[config.mk]
export PLATFORM = sky130hd
export DESIGN_NAME = ugci_queue
export DESIGN_NICKNAME = d
export VERILOG_FILES = /design/src/hw/rtl/ugci_pkg.sv /design/src/hw/rtl/ugci_queue.sv
export VERILOG_INCLUDE_DIRS = /design/src /design/src/hw/rtl
export SDC_FILE = /design/constraint.sdc
export NUM_CORES = 1
export LEC_CHECK = 0
export ABC_AREA = 1
export BUFFER_PORTS_ARGS = -buffer_cell sky130_fd_sc_hd__buf_4
export CAP_MARGIN = 5
export CORE_ASPECT_RATIO = 2
export CORE_MARGIN = 4
export CORE_UTILIZATION = 37
export CTS_CLUSTER_SIZE = 10
export DETAILED_ROUTE_END_ITERATION = 10
export PLACE_DENSITY = 0.57
export SETUP_SLACK_MARGIN = 0.4
export SYNTH_ARGS = -nofsm -noshare
export SYNTH_HDL_FRONTEND = slang
export SYNTH_SLANG_ARGS = --single-unit
[constraint.sdc]
create_clock -name clk -period 2.8 [get_ports clk]
set_input_delay 0 -clock clk [delete_from_list [all_inputs] [get_ports clk]]
set_output_delay 0 -clock clk [all_outputs]
set_load 0.02 [all_outputs]
[src/hw/rtl/uniform_grid_cubic_interpolator_assert.svh]
// Assertion macros shared by the interpolator RTL.
`ifndef UNIFORM_GRID_CUBIC_INTERPOLATOR_ASSERT_SVH
`define UNIFORM_GRID_CUBIC_INTERPOLATOR_ASSERT_SVH
`ifndef ASSERT_OFF
// when ante holds at an edge, cons holds at the same edge
`define UGCI_ASSERT_IMP(lbl, clk, rstn, ante, cons) \
	lbl: assert property (@(posedge clk) disable iff (!rstn) (ante) |-> (cons)) \
		else $error("ugci implication check failed");
// expr never holds at any edge out of reset
`define UGCI_ASSERT_NEVER(lbl, clk, rstn, expr) \
	lbl: assert property (@(posedge clk) disable iff (!rstn) !(expr)) \
		else $error("ugci forbidden condition seen");
`else
`define UGCI_ASSERT_IMP(lbl, clk, rstn, ante, cons)
`define UGCI_ASSERT_NEVER(lbl, clk, rstn, expr)
`endif
`endif

[src/hw/rtl/ugci_pkg.sv]
// Shared constants, types and helpers of the cubic grid interpolator.
package ugci_pkg;

	localparam int TABLE_DEPTH = 1024;
	localparam int TAB_AW      = $clog2(TABLE_DEPTH);
	localparam int BANKS       = 4;
	localparam int BANK_ROWS   = TABLE_DEPTH / BANKS;
	localparam int BANK_AW     = (BANK_ROWS > 1) ? $clog2(BANK_ROWS) : 1;

	localparam int IDX_W = 10;
	localparam int VAL_W = 32;
	localparam int POS_W = 32;
	localparam int RES_W = 31;
	localparam int LE_W  = 10;

	localparam int TFRAC = 40;
	localparam int XFRAC = 22;
	localparam int X_W   = 25;
	localparam int H_W   = 40;
	localparam int P_W   = H_W + X_W;

	localparam int Q_DEPTH = 4;
	localparam int Q_AW    = $clog2(Q_DEPTH);
	localparam int Q_CW    = $clog2(Q_DEPTH + 1);
	localparam int OCC_W   = Q_CW + 1;

	localparam logic OP_WRITE = 1'b0;
	localparam logic OP_EVAL  = 1'b1;

	localparam logic [1:0] CFG_ORIGIN   = 2'd0;
	localparam logic [1:0] CFG_INV_STEP = 2'd1;
	localparam logic [1:0] CFG_LAST     = 2'd2;

	localparam logic [POS_W-1:0] ORIGIN_RST   = 32'h0000_0000;
	localparam logic [31:0]      INV_STEP_RST = 32'h0001_0000;
	localparam logic [LE_W-1:0]  LAST_RST     = 10'd1023;

	// ceil(2^34 / 3): exact floor(n / 3) for any 33-bit n after >> 34
	localparam logic [32:0] DIV3_MAGIC = 33'h1_5555_5556;

	typedef struct packed {
		logic                    is_write;
		logic                    oor;
		logic [IDX_W-1:0]        idx;
		logic [VAL_W-1:0]        value;
		logic signed [X_W-1:0]   x;
	} work_t;

	typedef struct packed {
		logic  valid;
		work_t item;
	} q_push_t;

	typedef struct packed {
		logic [Q_CW-1:0] level;
		logic            not_empty;
	} q_status_t;

	function automatic logic [TAB_AW-1:0] to_addr(input logic [IDX_W-1:0] idx);
		logic [31:0] w;
		w = 32'(idx);
		return w[TAB_AW-1:0];
	endfunction

	function automatic logic [BANK_AW-1:0] bank_row(input logic [TAB_AW-1:0] a);
		logic [31:0] w;
		w = 32'(a) >> 2;
		return w[BANK_AW-1:0];
	endfunction

endpackage

[src/hw/rtl/ugci_queue.sv]
// Short queue of classified words between front and back end.
`include "uniform_grid_cubic_interpolator_assert.svh"

module ugci_queue
	import ugci_pkg::*;
(
	input  logic      clk,
	input  logic      arst_n,
	input  q_push_t   push,
	input  logic      pop,
	output q_status_t status,
	output work_t     head
);

	work_t           mem_q [Q_DEPTH];
	logic [Q_AW-1:0] wr_ptr_q, rd_ptr_q;
	logic [Q_CW-1:0] level_q;

	function automatic logic [Q_AW-1:0] ptr_next(input logic [Q_AW-1:0] p);
		return (p == Q_AW'(Q_DEPTH - 1)) ? '0 : p + 1'b1;
	endfunction

	always_ff @(posedge clk or negedge arst_n) begin
		if (!arst_n) begin
			wr_ptr_q <= '0;
			rd_ptr_q <= '0;
			level_q  <= '0;
		end else begin
			if (push.valid) begin
				wr_ptr_q <= ptr_next(wr_ptr_q);
			end
			if (pop) begin
				rd_ptr_q <= ptr_next(rd_ptr_q);
			end
			case ({push.valid, pop})
				2'b10:   level_q <= level_q + 1'b1;
				2'b01:   level_q <= level_q - 1'b1;
				default: level_q <= level_q;
			endcase
		end
	end

	always_ff @(posedge clk) begin
		if (push.valid) begin
			mem_q[wr_ptr_q] <= push.item;
		end
	end

	assign head             = mem_q[rd_ptr_q];
	assign status.level     = level_q;
	assign status.not_empty = (level_q != '0);

	`UGCI_ASSERT_NEVER(a_q_overflow, clk, arst_n, push.valid && !pop && (level_q == Q_CW'(Q_DEPTH)))
	`UGCI_ASSERT_NEVER(a_q_underflow, clk, arst_n, pop && (level_q == '0))

endmodule

==> results.json <==
{
  "outcome": "complete, no violations",
  "crit_start": "rd_ptr_q[0]$_DFFE_PN0P_",
  "ios": 146,
  "slew_headroom_pct": 38.6,
  "timing.final.crit_share_pct": 80.3,
  "avgViaCountPerCell": 4.75,
  "dp.cells": 1339,
  "timing.fmax_ghz": 0.445,
  "rows": 90,
  "yosysWarnings": 0,
  "worstSetupEndpoint": "head[20]",
  "peakVddDrop_mv": 0.533,
  "num_antenna_cells": 0,
  "ys_types": 18,
  "crit_fanout": 120,
  "core_um2": 30200,
  "cts_buffers": 34,
  "grt_pass1_wl_mm": 37.8,
  "tns_ps": 0,
  "postRouteWirelength_mm": 24.4,
  "cts_tree": "yes",
  "path_clk_slew_ps": 50,
  "initial_core_util_pct": 37.4,
  "die-width_um": 132,
  "start_kind": "flop",
  "rsz0062_at_grt": "no",
  "n_fill_cell": 2705,
  "grt_overflow": 0,
  "dp_hpwl_mm": 15.1,
  "drt_pre_antenna_iters": 4,
  "htreeDepth": 2,
  "finalNonFillerCells": 1460,
  "synth_area_per_cell_um2": 13.2,
  "postSynthCellCount": 858,
  "worstPathArrival_ps": 2250,
  "fin_skew_ps": 15.3,
  "r2r_slack_ps": 810,
  "grt_pass1_vias": 7217,
  "endpoint_kind": "output port",
  "reg2regPathDepth": 4,
  "ys_seq_elements": 283,
  "drc": 0,
  "rr_endpoint": "mem_q[3][14]$_DFFE_PP_",
  "antenna_found_initial": 0,
  "syn_nets": 938,
  "clk_latency_ps": 490,
  "ys_seq_area_share_pct": 74.9,
  "root_buffer": "clkbuf_16",
  "drt_iter0_drc": 387,
  "nNetsFinal": 1160,
  "fin_crit_ps": 2250,
  "num_vias": 6941,
  "tightest_slew_ps": 921,
  "dieArea_um2": 33600,
  "hold_violations": 0,
  "synth_area_um2": 11300,
  "maxCapViolCount": 0,
  "r2r_start": "wr_ptr_q[0]$_DFFE_PN0P_",
  "gp_congestion": 0.769,
  "antenna_left": 0,
  "p_leak_nw": 5.84,
  "syn_to_final_growth_pct": 28.4,
  "grt_use_total_pct": 14.5,
  "grt_max_degree": 121,
  "cts_buffer_depth": 3,
  "finalMaxSlewViolations": 0,
  "crit_type": "flop to output port",
  "wl_per_cell_um": 16.7,
  "min_path_type": "primary input to flop",
  "critical_path_required_ps": 2800,
  "setup_violations": 0,
  "cts_sinks": 283,
  "die_h_um": 255,
  "powerDensity_nw_per_um2": 1010,
  "io_buffers": 145,
  "drive_above_1_share_pct": 18.6
}
-- sequential cells by signal (all words and copies together), names as in the netlist --
register and flops:
level_q 3, rd_ptr_q 2, wr_ptr_q 2, mem_q 276
-- routing by layer --
layer  global-route usage [%]  wire [um]
met5                        0          0
met3                     2.12        810
met1                     14.3       8810
met2                     28.9      13600
met4                     7.39       1110
-- synth_stat cells --
master    instances  area, um2
o21ai_1           1       5.00
xnor2_1           1       8.76
nand3_1           2       10.0
clkbuf_1         10       37.5
edfxtp_1        276       8290
o211ai_1        138       1040
inv_2             2       7.51
ha_1              6       75.1
buf_4             2       15.0
nor2_1            1       3.75
inv_1           151        567
fa_1              1       20.0
o21ai_0           4       20.0
buf_2            31        155
nand2_1         221        830
nand4_1           1       6.26
dfrtp_1           7        175
buf_6             3       33.8
-- layout make-up --
class / count / area (um2) / area share (%)
sequential: 283 / 8460 / 58.4
timing repair buffer: 232 / 2010 / 13.9
multi-input combinational: 376 / 2010 / 13.9
clock inverter: 2 / 17.5 / 0.121
inverter: 153 / 613 / 4.23
clock buffer: 46 / 917 / 6.33
tap: 368 / 460 / 3.18
-- worst min-delay path by stage --
stage,startpoint,endpoint,cells after the start
floorplan,arst_n,level_q[0]$_DFFE_PN0P_,0
global placement,arst_n,level_q[0]$_DFFE_PN0P_,1
detailed placement,arst_n,level_q[0]$_DFFE_PN0P_,1
CTS,push[2],mem_q[2][2]$_DFFE_PP_,2
global route,push[3],mem_q[3][3]$_DFFE_PP_,2
finish,push[2],mem_q[2][2]$_DFFE_PP_,2
-- logic make-up after synthesis --
| group | Yosys count | share of synthesized area [%] |
|---|---|---|
| adders and majority gates | 7 | 0.842 |
| buffers and inverters | 199 | 7.22 |
| DFF | 283 | 74.9 |
| AOI/OAI and AO/OA | 143 | 9.40 |
| xor gates and xnor gates | 1 | 0.0776 |
| and+or+nand+nor | 225 | 7.52 |
-- power breakdown --
part	internal, mW	switching [mW]	total, mW	leakage, nW
sequential	5.43	0.163	5.60	2.62
clock	2.26	1.50	3.76	0.453
combinational	1.89	3.39	5.29	2.76
-- metrics by stage --
step                      hold slack (ps)  power (mW)  worst slack (ps)  cell area, um2  util, %
after floorplan                      -296        8.84               435           11300        -
after global placement               -178        10.9               777           12800     42.5
after detailed placement             -178        11.0               757           12800     42.5
after CTS                             227        14.9               461           14500     48.0
after global routing                  245        15.5               425           14500     48.0
final                                 255        14.6               552           14500     48.0
-- repair_timing --
action                     CTS  global route
buffers inserted             0             0
resized for setup            0             2
setup endpoints to repair    0            12
hold buffers                73             0
hold endpoints to repair   289             0
-- cells in the final DEF, fill, tap and decap left out, types with 2 or more instances in the layout --
cell type / netlist / final
buf_12: 0 / 7
buf_4: 2 / 152
clkbuf_1: 10 / 11
clkbuf_16: 0 / 35
clkinvlp_4: 0 / 3
dfrtp_1: 7 / 6
dlygate4sd3_1: 0 / 73
edfxtp_1: 276 / 276
ha_1: 6 / 6
inv_1: 151 / 147
inv_6: 0 / 2
nand2_1: 221 / 221
nand3_1: 2 / 2
o211ai_1: 138 / 138
o21ai_0: 4 / 4
-- worst max-delay path, cell delays in order (launching register included) --
cell,delay (ps)
dfrtp_1,410
bufinv_16,430
buf_4,330
nand2_1,70
o211ai_1,140
nand2_1,90
buf_4,170
No activity file was read; power rests on OpenSTA's default activity.
