`src/hw/rtl/uniform_grid_cubic_interpolator_assert.svh`:
```
// Assertion macros shared by the interpolator RTL.
`ifndef UNIFORM_GRID_CUBIC_INTERPOLATOR_ASSERT_SVH
`define UNIFORM_GRID_CUBIC_INTERPOLATOR_ASSERT_SVH
`ifndef ASSERT_OFF
// when ante holds at an edge, cons holds at the same edge
`define UGCI_ASSERT_IMP(lbl, clk, rstn, ante, cons) \
	lbl: assert property (@(posedge clk) disable iff (!rstn) (ante) |-> (cons)) \
		else $error("ugci implication check failed");
// expr never holds at any edge out of reset
`define UGCI_ASSERT_NEVER(lbl, clk, rstn, expr) \
	lbl: assert property (@(posedge clk) disable iff (!rstn) !(expr)) \
		else $error("ugci forbidden condition seen");
`else
`define UGCI_ASSERT_IMP(lbl, clk, rstn, ante, cons)
`define UGCI_ASSERT_NEVER(lbl, clk, rstn, expr)
`endif
`endif

```
`src/hw/rtl/ugci_pkg.sv`:
```
// Shared constants, types and helpers of the cubic grid interpolator.
package ugci_pkg;

	localparam int TABLE_DEPTH = 1024;
	localparam int TAB_AW      = $clog2(TABLE_DEPTH);
	localparam int BANKS       = 4;
	localparam int BANK_ROWS   = TABLE_DEPTH / BANKS;
	localparam int BANK_AW     = (BANK_ROWS > 1) ? $clog2(BANK_ROWS) : 1;

	localparam int IDX_W = 10;
	localparam int VAL_W = 32;
	localparam int POS_W = 32;
	localparam int RES_W = 31;
	localparam int LE_W  = 10;

	localparam int TFRAC = 40;
	localparam int XFRAC = 22;
	localparam int X_W   = 25;
	localparam int H_W   = 40;
	localparam int P_W   = H_W + X_W;

	localparam int Q_DEPTH = 4;
	localparam int Q_AW    = $clog2(Q_DEPTH);
	localparam int Q_CW    = $clog2(Q_DEPTH + 1);
	localparam int OCC_W   = Q_CW + 1;

	localparam logic OP_WRITE = 1'b0;
	localparam logic OP_EVAL  = 1'b1;

	localparam logic [1:0] CFG_ORIGIN   = 2'd0;
	localparam logic [1:0] CFG_INV_STEP = 2'd1;
	localparam logic [1:0] CFG_LAST     = 2'd2;

	localparam logic [POS_W-1:0] ORIGIN_RST   = 32'h0000_0000;
	localparam logic [31:0]      INV_STEP_RST = 32'h0001_0000;
	localparam logic [LE_W-1:0]  LAST_RST     = 10'd1023;

	// ceil(2^34 / 3): exact floor(n / 3) for any 33-bit n after >> 34
	localparam logic [32:0] DIV3_MAGIC = 33'h1_5555_5556;

	typedef struct packed {
		logic                    is_write;
		logic                    oor;
		logic [IDX_W-1:0]        idx;
		logic [VAL_W-1:0]        value;
		logic signed [X_W-1:0]   x;
	} work_t;

	typedef struct packed {
		logic  valid;
		work_t item;
	} q_push_t;

	typedef struct packed {
		logic [Q_CW-1:0] level;
		logic            not_empty;
	} q_status_t;

	function automatic logic [TAB_AW-1:0] to_addr(input logic [IDX_W-1:0] idx);
		logic [31:0] w;
		w = 32'(idx);
		return w[TAB_AW-1:0];
	endfunction

	function automatic logic [BANK_AW-1:0] bank_row(input logic [TAB_AW-1:0] a);
		logic [31:0] w;
		w = 32'(a) >> 2;
		return w[BANK_AW-1:0];
	endfunction

endpackage

```
`src/hw/rtl/ugci_front.sv`:
```
// Front end: takes items, maps a position onto the grid and classifies it.
`include "uniform_grid_cubic_interpolator_assert.svh"

module ugci_front
	import ugci_pkg::*;
(
	input  logic                    clk,
	input  logic                    arst_n,
	input  logic                    in_valid,
	output logic                    in_stall,
	input  logic                    operation,
	input  logic [IDX_W-1:0]        entry_index,
	input  logic signed [VAL_W-1:0] entry_value,
	input  logic signed [POS_W-1:0] position,
	input  logic signed [POS_W-1:0] grid_origin,
	input  logic [31:0]             grid_inverse_step,
	input  logic [LE_W-1:0]         last_entry,
	input  q_status_t               q_status,
	output q_push_t                 push
);

	logic                   v_s1, v_s2;
	logic                   op_s1, op_s2;
	logic [IDX_W-1:0]       idx_s1, idx_s2;
	logic [VAL_W-1:0]       value_s1, value_s2;
	logic signed [POS_W:0]  diff_s1;
	logic                   neg_s2;
	logic [63:0]            t_s2;

	logic                   accept;
	logic [OCC_W-1:0]       occ;
	logic [LE_W-1:0]        le_eff, le_m2, tint, base, dd;
	logic                   oor;

	// every item in flight here already owns a queue slot
	assign occ = OCC_W'(q_status.level) + OCC_W'(v_s1) + OCC_W'(v_s2);
	assign in_stall = (occ >= OCC_W'(Q_DEPTH));
	assign accept = in_valid && !in_stall;

	always_ff @(posedge clk or negedge arst_n) begin
		if (!arst_n) begin
			v_s1 <= 1'b0;
			v_s2 <= 1'b0;
		end else begin
			v_s1 <= accept;
			v_s2 <= v_s1;
		end
	end

	always_ff @(posedge clk) begin
		op_s1    <= operation;
		idx_s1   <= entry_index;
		value_s1 <= entry_value;
		diff_s1  <= {position[POS_W-1], position} - {grid_origin[POS_W-1], grid_origin};
		op_s2    <= op_s1;
		idx_s2   <= idx_s1;
		value_s2 <= value_s1;
		neg_s2   <= diff_s1[POS_W];
		t_s2     <= diff_s1[POS_W-1:0] * grid_inverse_step;
	end

	// t is Q24.40; past last_entry or below the origin the query only flags
	assign le_eff = (last_entry < LE_W'(3)) ? LE_W'(3) : last_entry;
	assign le_m2  = le_eff - LE_W'(2);
	assign tint   = t_s2[TFRAC+LE_W-1:TFRAC];
	assign oor    = neg_s2 || (t_s2[63:TFRAC+LE_W] != '0) ||
	                (t_s2[TFRAC+LE_W-1:0] > {le_eff, {TFRAC{1'b0}}});

	always_comb begin
		if (tint == '0) begin
			base = LE_W'(1);
		end else if (tint > le_m2) begin
			base = le_m2;
		end else begin
			base = tint;
		end
	end

	// integer part of x is floor(t) - base, from -1 to 2
	assign dd = tint - base;

	always_comb begin
		push.valid         = v_s2;
		push.item.is_write = (op_s2 == OP_WRITE);
		push.item.oor      = oor;
		push.item.idx      = (op_s2 == OP_WRITE) ? idx_s2 : base;
		push.item.value    = value_s2;
		push.item.x        = {dd[2:0], t_s2[TFRAC-1:TFRAC-XFRAC]};
	end

	`UGCI_ASSERT_NEVER(a_front_credit, clk, arst_n, occ > OCC_W'(Q_DEPTH))

endmodule

```
`config.mk`:
```
export PLATFORM = sky130hd
export DESIGN_NAME = ugci_front
export DESIGN_NICKNAME = d
export VERILOG_FILES = /design/src/hw/rtl/ugci_pkg.sv /design/src/hw/rtl/ugci_front.sv
export VERILOG_INCLUDE_DIRS = /design/src /design/src/hw/rtl
export SDC_FILE = /design/constraint.sdc
export NUM_CORES = 2
export LEC_CHECK = 0
export BUFFER_PORTS_ARGS = -buffer_cell sky130_fd_sc_hd__buf_4
export CAP_MARGIN = 20
export CORE_ASPECT_RATIO = 1.1
export CORE_MARGIN = 5
export CORE_UTILIZATION = 40
export DETAILED_ROUTE_END_ITERATION = 16
export GPL_ROUTABILITY_DRIVEN = 1
export SLEW_MARGIN = 20
export SYNTH_ARGS = -nofsm -noshare
export SYNTH_HDL_FRONTEND = slang
export SYNTH_SLANG_ARGS = --single-unit
export TNS_END_PERCENT = 30
```
`constraint.sdc`:
```
create_clock -name clk -period 7.45 [get_ports clk]
set_input_delay 0.3725 -clock clk [delete_from_list [all_inputs] [get_ports clk]]
set_output_delay 0.3725 -clock clk [all_outputs]
set_load 0.005 [all_outputs]
```
==> results.md <==
| Parameter | Value |
|---|---|
| Number of DRC violations after detailed routing | 0 |
| Result of the run | finished with violations |
| Fmax | 133 MHz |
| Cell seen most often among critical-path stages | sky130_fd_sc_hd__fa_1 |
| Total track usage | 0.199 |
| Clock latency of the later-clocked register in the worst-skew pair | 490 ps |
| DP HPWL | 90000 um |
| Total Neg Setup Slack | -162 ps |
| Number of warnings issued by yosys | 0 |
| Final min period | 7530 ps |
| Width of the die | 311 um |
| Post-route antenna net violation count | 0 |
| Share of the clock period used by the worst path | 1.01 |
| Post-synth design cell area | 40000 sq um |
| Post-DR wirelength/cell | 17.5 um |
| Number of antenna violations at the first check in global routing | 2 |
| GRT Residual Overflow | 0 |
| Largest driver fanout on the critical path | 5 |
| Maximum number of pins on one net before global-route repair | 33 |
| Clock sink total | 186 |
| Max cap viols | 0 |
| Unrepaired setup endpoints after global routing | yes |
| Unique masters post-synth | 66 |
| Clock-pin transition on the worst setup and hold timing paths | 90 ps |
| Endpoint kind of the worst setup timing path | register |
| Core outline area | 99200 sq um |
| TritonCTS clock tree | done |
| Most frequent cells in the layout | sky130_fd_sc_hd__inv_1, sky130_fd_sc_hd__fa_1, sky130_fd_sc_hd__and2_1 |
| Slowest cell on the critical path | sky130_fd_sc_hd__fa_1 |
| Hold crit path type | in2reg |
| Share of layout cells above drive strength 1 | 0.131 |
| Top cells by area in the synthesized netlist | sky130_fd_sc_hd__fa_1, sky130_fd_sc_hd__ha_1, sky130_fd_sc_hd__and2_1 |
| Final number of setup-violating endpoints | 4 |
| Smallest setup slack after layout | -77.2 ps |
| Worst max-slew margin expressed relative to the limit | 0.486 |
| Max-slew violation total from the final report | 0 |
| Cell count after synthesis | 4302 |
| Root Buffer Master | sky130_fd_sc_hd__clkbuf_16 |
| Std cell rows | 121 |
| Die Y | 342 um |
| Setup Skew | 20.7 ps |
| Global placer's final weighted congestion | 0.867 |
| Post-synthesis register bit count | 186 |
| Number of endpoints with negative hold slack in the final report | 0 |
| Largest area contributor in the netlist | sky130_fd_sc_hd__fa_1 |
| Detailed router's first-iteration violation count | 1227 |
| Filler cell count in the final layout | 9491 |
| Slowest stage delay, CP | 530 ps |
| Number of buffers inserted during clock tree synthesis | 17 |
| Proportion of synthesized flip-flops having asynchronous set or reset | 0.0108 |
| CTS HTree Levels | 4 |
| Area fraction of the dominant cell type after synthesis | 0.450 |
| Violations in the final reports | negative setup slack |
| Quantity of I/O buffers inserted on ports | 225 |
| Post-synthesis area per instance | 9.29 sq um |
| Primary flip-flop cell chosen by synthesis mapping | sky130_fd_sc_hd__dfxtp_1 |
| Worst-Margin Slew | 752 ps |
| Share of synthesized area occupied by flip-flops and latches | 0.0934 |
| Number of enable-type register cells in the synthesized netlist | 0 |
| Final Net Count | 5978 |
| DR vias | 28978 |
| Wire length of the first global-routing pass | 170000 um |
| Startpoint kind of the worst setup timing path | register |
| Area of the die | 106000 sq um |
| Total Routed Length | 103000 um |
| Required arrival time at the worst endpoint | 7810 ps |
| Minimum hold slack | 119 ps |
| Crit Path Class | reg2reg |
| Router iterations before antenna repair | 5 |
| CP Data Arrival Time | 7890 ps |
| Vias per inst | 4.90 |
| Via count of the first global-routing pass | 31777 |
| Number of nets produced by synthesis | 5673 |
| Max Root-Sink Buffers | 2 |
| Number of ports placed on the die boundary | 227 |
| Area Growth Syn to Fin | 15.3% |
| Most common cell after layout, fill and taps aside | sky130_fd_sc_hd__inv_1 |
| Initial standard-cell utilization of the core | 0.403 |
area by class of cell:
| cell class | count | area [sq um] | share of cell area |
|---|---|---|---|
| Multi-Input combinational cell | 2949 | 32100 | 0.697 |
| Timing Repair Buffer | 533 | 4510 | 0.0979 |
| Sequential cell | 186 | 3770 | 0.0818 |
| Inverter | 920 | 3450 | 0.0749 |
| Tap cell | 1291 | 1620 | 0.0351 |
| Clock buffer | 18 | 429 | 0.00931 |
| Clock inverter | 14 | 173 | 0.00375 |
| Antenna cell | 1 | 2.50 | 0.0000543 |
final timing paths:
| path | slack, ps | endpoint | depth (start not counted) | from |
|---|---|---|---|---|
| worst min-delay path | 120 | v_s1 | 3 | in_valid |
| min in group asynchronous | 210 | v_s2 | 2 | arst_n |
| max in group asynchronous | 7150 | v_s1 | 2 | arst_n |
| worst min register to register | 320 | value_s2[21] | 0 | value_s1[21] |
| worst max-delay path | -80 | t_s2[56] | 25 | diff_s1[12] |
| worst max register to register | -80 | t_s2[56] | 25 | diff_s1[12] |
registers in the layout, indices dropped and copies added, names as in the netlist:
register  flops
neg_s2        1
t_s2         64
value_s1     32
idx_s2       10
diff_s1      33
value_s2     32
op_s2         1
v_s1          1
op_s1         1
idx_s1       10
v_s2          1
routing by layer:
layer,up-vias,global-route usage,share of wire
met5,-,0,0
met4,0,0.0572,0.029
met3,148,0.0188,0.030
met2,534,0.376,0.55
met1,14960,0.242,0.39
li1,13336,-,-
cell usage after synthesis, types with 19 or more instances:
| cell type | n |
|---|---|
| sky130_fd_sc_hd__clkbuf_1 | 218 |
| sky130_fd_sc_hd__nand3_1 | 25 |
| sky130_fd_sc_hd__xnor2_1 | 66 |
| sky130_fd_sc_hd__a21oi_1 | 104 |
| sky130_fd_sc_hd__and2_1 | 618 |
| sky130_fd_sc_hd__o21ai_0 | 56 |
| sky130_fd_sc_hd__buf_4 | 24 |
| sky130_fd_sc_hd__a21o_1 | 63 |
| sky130_fd_sc_hd__ha_1 | 317 |
| sky130_fd_sc_hd__inv_1 | 920 |
| sky130_fd_sc_hd__dfxtp_1 | 184 |
| sky130_fd_sc_hd__nand2_1 | 479 |
| sky130_fd_sc_hd__nor2_1 | 70 |
| sky130_fd_sc_hd__fa_1 | 898 |
| sky130_fd_sc_hd__o21a_1 | 19 |
| sky130_fd_sc_hd__nand4_1 | 27 |
| sky130_fd_sc_hd__xor2_1 | 28 |
through the flow:
stage                     area (sq um)  utilization  cells  worst slack [ps]
after floorplan                  40000            -   4302              4.97
after global placement           44500        0.449   5828              -242
after detailed placement         44500        0.449   5828              -226
after CTS                        45700        0.460   5905             -89.3
after global routing             46100        0.465   5912              -346
final                            46100        0.465   5912             -77.2
worst max-delay path, delay by kind of cell, from the launching register on:
kind	cells	cell delay [ps]
buffers and inverters	5	320
adder cells (fa/ha/maj)	9	4300
flip-flops	1	360
AO/OA/AOI/OAI	6	1550
AND/OR/NAND/NOR	5	860
what timing repair did:
action,in CTS,in global routing
hold endpoints to repair,45,0
hold buffers,44,0
resized for setup,31,81
setup endpoints to repair,16,19
pin swaps,4,30
setup buffers,2,6
cells by family after synthesis:
logic type / synth area share
compound gates: 0.0547
fa+ha+maj: 0.549
simple gates: 0.169
buf+inv: 0.112
flops: 0.0934
xor+xnor: 0.0206
mux: 0.00153
Power is not shown: default switching activity piles up to over one toggle a cycle in this logic, so the estimate is an artifact.
